## src/rtl/array_bst_insert_search_core_defines.svh

```systemverilog
// Assertion macros for the array BST insert/search core.
`ifndef ARRAY_BST_INSERT_SEARCH_CORE_DEFINES_SVH
`define ARRAY_BST_INSERT_SEARCH_CORE_DEFINES_SVH

// Same-cycle implication, sampled on clk, off while rst_n is low.
`define ABST_ASSERT_NOW(label, ante, cons, msg) \
    label: assert property (@(posedge clk) disable iff (!rst_n) (ante) |-> (cons)) \
        else $error(msg);

// Next-cycle implication, sampled on clk, off while rst_n is low.
`define ABST_ASSERT_NEXT(label, ante, cons, msg) \
    label: assert property (@(posedge clk) disable iff (!rst_n) (ante) |=> (cons)) \
        else $error(msg);

`endif

```

## src/rtl/abst_pkg.sv

```systemverilog
// Shared types and constants for the array BST insert/search core.
`timescale 1ns / 1ps
`default_nettype none
package abst_pkg;

    localparam int KEY_W    = 32;
    localparam int ENTRY_W  = KEY_W + 1;   // valid flag over the stored key
    localparam int SLOT_W   = 10;
    localparam int STATUS_W = 2;
    localparam int COUNT_W  = 11;

    localparam logic [COUNT_W-1:0] COUNT_MAX = {COUNT_W{1'b1}};

    localparam logic CMD_INSERT = 1'b0;
    localparam logic CMD_SEARCH = 1'b1;

    localparam logic [STATUS_W-1:0] ST_OK        = 2'd0;
    localparam logic [STATUS_W-1:0] ST_NOT_FOUND = 2'd1;
    localparam logic [STATUS_W-1:0] ST_FULL      = 2'd2;

    typedef struct packed {
        logic                    command;
        logic signed [KEY_W-1:0] key_value;
    } in_item_t;

    typedef struct packed {
        logic [SLOT_W-1:0]   slot_index;
        logic [STATUS_W-1:0] status;
        logic [COUNT_W-1:0]  entry_count;
    } out_item_t;

    typedef struct packed {
        logic eq;   // key equals node
        logic gt;   // key greater than node, signed
    } cmp_t;

endpackage
`default_nettype wire

```

## src/rtl/abst_cmp.sv

```systemverilog
// Shared key compare unit: equality and signed greater-than.
`timescale 1ns / 1ps
`default_nettype none
module abst_cmp (
    input  wire logic signed [abst_pkg::KEY_W-1:0] key_value,
    input  wire logic        [abst_pkg::KEY_W-1:0] node_value,
    output abst_pkg::cmp_t                         result
);
    import abst_pkg::*;

    assign result.eq = (key_value == $signed(node_value));
    assign result.gt = (key_value >  $signed(node_value));

endmodule
`default_nettype wire

```

## config.mk

```make
export PLATFORM = sky130hd
export DESIGN_NAME = abst_cmp
export DESIGN_NICKNAME = d
export VERILOG_FILES = /design/src/rtl/array_bst_insert_search_core_defines.svh /design/src/rtl/abst_pkg.sv /design/src/rtl/abst_cmp.sv
export SDC_FILE = /design/constraint.sdc
export NUM_CORES = 1
export LEC_CHECK = 0
export BUFFER_PORTS_ARGS = -buffer_cell sky130_fd_sc_hd__buf_2
export CAP_MARGIN = 25
export CORE_MARGIN = 4
export CORE_UTILIZATION = 46
export DETAILED_ROUTE_END_ITERATION = 12
export PLACE_DENSITY = 0.95
export RECOVER_POWER = 100
export SYNTH_ARGS = -nofsm -noshare
export SYNTH_HDL_FRONTEND = slang
export SYNTH_SLANG_ARGS = --single-unit
```

## constraint.sdc

```tcl
create_clock -name vclk -period 2.9
set_input_delay 0.145 -clock vclk [all_inputs]
set_output_delay 0.145 -clock vclk [all_outputs]
set_load 0.03 [all_outputs]
```

# Yosys cells after proc, flatten, opt, wreduce, memory -nomap -nowiden
# Index checks and enable logic that the tools add are counted.
# classes
bitwise_logic	0
n_mux	0
n_shift	0
n_eq_ne	1
reduce_logical	0
div	0
mul	0
addsub	0
order_cmp	1
# op_table
op	count
32-bit equality test	1
32-bit > comparator	1
# totals
rom_bits	0
wordCells	2
in_bits	64
latch_bits	0
register_bits	0
memories	0
ramBits	0

# Depth between registers and ports, before layout
# logic_depth
depth_word	1
ltp_mapped	8
mapped_depth_nobuf	8

# Least setup slack after synthesis
# Ideal clock, no wire load.
# synth_timing
path_type	in2out
startpoint	input port node_value[31] (netlist bit)
endpoint	output port result[1] (netlist bit)
slack_ns	1.051
arrival_ns	1.704
path_stages	7
path_buffers	0
required_time_ns	2.755
path_cell_list	inv_1 ha_1 and4_1 nand4_1 or3_1 nand2b_4 nor2_1
# synth_rtl
element	line_no	rtl
start, declared	abst_cmp.sv:6	input wire logic [abst_pkg::KEY_W-1:0] node_value,
end, declared	abst_cmp.sv:7	output abst_pkg::cmp_t result

==> impl_metrics.py <==
metrics = {
    "detailed_routing": {
        "dr.pass1.iters": 1,
        "routedWlPerCell_um": 10.7,
        "routed_via_density": 4.94,
        "ant_nets": 0,
        "drt_first_iter_violations": 0,
        "drc": 0,
        "drt-total-wl_mm": 2.19,
        "vias": 1013,
    },
    "power_and_ir_drop": {
        "p_sw_uw": 72.8,
        "power_frac_comb": 1.000,
        "power.internal_uw": 78.0,
        "p_per_area_nw_per_um2": 125,
        "swShare": 0.483,
        "p_leak_uw": 0.000817,
        "p_clk_frac": 0,
        "ir_worst_vdd_mv": 0.0743,
        "seqPwrFrac": 0,
    },
    "critical_path": {
        "critPathMaxFanout": 4,
        "critPathKind": "in2out",
        "arrival_ns": 2.07,
        "crit_path_start_kind": "input pin",
        "end_kind": "primary output",
        "cp.required_ns": 2.76,
    },
    "synth": {
        "synth_fp_nets": 210,
        "synthesis.area_um2": 845,
        "yosysTopAreaCellShare": 0.474,
        "synth_area_leaders": "ha_1 47%, inv_1 15%, a21oi_1 4.7%",
        "synth_common_cells": "33 x inv_1, 32 x ha_1, 8 x a21oi_1",
        "syn_inst": 114,
        "synth_top_area_cell": "ha_1",
        "ys_types": 23,
        "ys_seq_area_frac": 0,
        "avgSynthCellArea_um2": 7.41,
        "synth_most_common_cell": "inv_1",
        "ys_warn_count": 0,
    },
    "timing": {
        "rsz0062_at_grt": "no",
        "fin_crit_sh": 0.764,
        "hold_violations": 0,
        "period_needed_ns": 2.22,
        "fin_tns_setup_ns": 0,
        "fmax_mhz": 451,
        "timing.hold.ws_ns": 0.933,
        "setup_viol_count_final": 0,
        "slew-limit-headroom": 0.751,
        "worst_pin_slew_ns": 0.375,
        "slew_viol_final": 0,
    },
    "cells_and_area": {
        "ff_latch_area_um2": 0,
        "antennaDiodeCount": 0,
        "areaGrowthSynthToFinish_pct": 42.5,
        "n_fill_cell": 156,
        "drive_above_1_share": 0.372,
        "seq_cell_count": 0,
        "final_nets": 278,
        "clkbuf_count": 0,
    },
    "grt": {
        "overflow": 0,
        "antenna_found_initial": 0,
        "grt_pass1_wl_mm": 3.44,
        "grt_pass1_vias": 946,
        "grt_max_degree": 5,
        "grt_util_all_layers": 0.162,
    },
    "hold_path": {
        "min-delay-path-class": "in2out",
    },
    "floorplan": {
        "placeableCoreArea_um2": 1730,
        "dieHeight_um": 50.9,
        "start_util": 0.489,
        "dieWidth_um": 50.9,
        "row_count": 15,
        "die_area_um2": 2590,
        "io_pins": 66,
    },
    "run_status": {
        "status": "finished, final reports clean",
    },
    "job": {
        "maxCapViolCount": 0,
    },
    "placed_design": {
        "place_hpwl_mm": 2.12,
        "portBuffers": 66,
        "gp_congestion": 0.724,
    },
    "clocking": {
        "post_cts_resized": 0,
        "postCtsHoldBufs": 0,
        "post-cts-setup-buffer-count": 0,
    },
}
## placed cells by master, fill, tap and decap left out, types with 3 or more instances in the layout
cell	n
a221oi_1	3
buf_2	64
nand4_1	5
ha_1	32
inv_1	33
o21ai_0	5
a21oi_1	8
nand2_1	6
a21o_1	4
## layout make-up
type	count	area, um^2	area share
multi-input combinational	81	721	0.599
inverter	33	124	0.103
tap	25	31.3	0.0260
timing repair buffer	66	328	0.272
## critical path, cell delays in order
cell and delay, ns:
buf_2 0.10, ha_1 0.33, and4_1 0.21, nand4_1 0.11, or3_1 0.41, a31oi_1 0.20, o221ai_1 0.15, nand2b_1 0.10
clkbuf_1 0.32
## power groups by stage
stage	combinational (uW)	sequential, uW	clock (uW)
6_report	151	0	0
5_1_grt	174	0	0
4_1_cts	154	0	0
3_5_place_dp	153	0	0
3_3_place_gp	143	0	0
2_1_floorplan	87.3	0	0
## path summary, 6_finish.rpt
path | startpoint | to | slack [ns] | cells after the start
hold / removal | node_value[0] | result[1] | 0.93 | 5
setup / recovery | key_value[31] | result[0] | 0.68 | 9
## logic make-up (layout without fill, tap and decap cells)
kind of cell | count (synthesis) | count (layout) | share of synthesized area
buffers and inverters | 33 | 99 | 0.147
adder cells (fa/ha/maj) | 32 | 32 | 0.474
AND/OR/NAND/NOR | 25 | 25 | 0.194
AO/OA/AOI/OAI | 24 | 24 | 0.185
## through the flow
stage          total power (uW)   util  setup WS (ns)  cells  instance area [um^2]
6_report                    151  0.697          0.683    205                  1200
5_1_grt                     174  0.697          0.492    205                  1200
4_1_cts                     154  0.699          0.815    205                  1210
3_5_place_dp                153  0.699          0.833    205                  1210
3_3_place_gp                143  0.699          0.813    205                  1210
2_1_floorplan              87.3      -           1.05    114                   845
## routing by layer
| metal | global-route usage | vias to the layer above | wire length (um) |
|---|---|---|---|
| met5 | 0 | - | 0 |
| met4 | 0 | 0 | 0 |
| met3 | 0.00292 | 0 | 141 |
| met2 | 0.350 | 39 | 1210 |
| met1 | 0.181 | 441 | 831 |
| li1 | - | 533 | - |
Note: power is estimated with default switching activity, not from simulation.
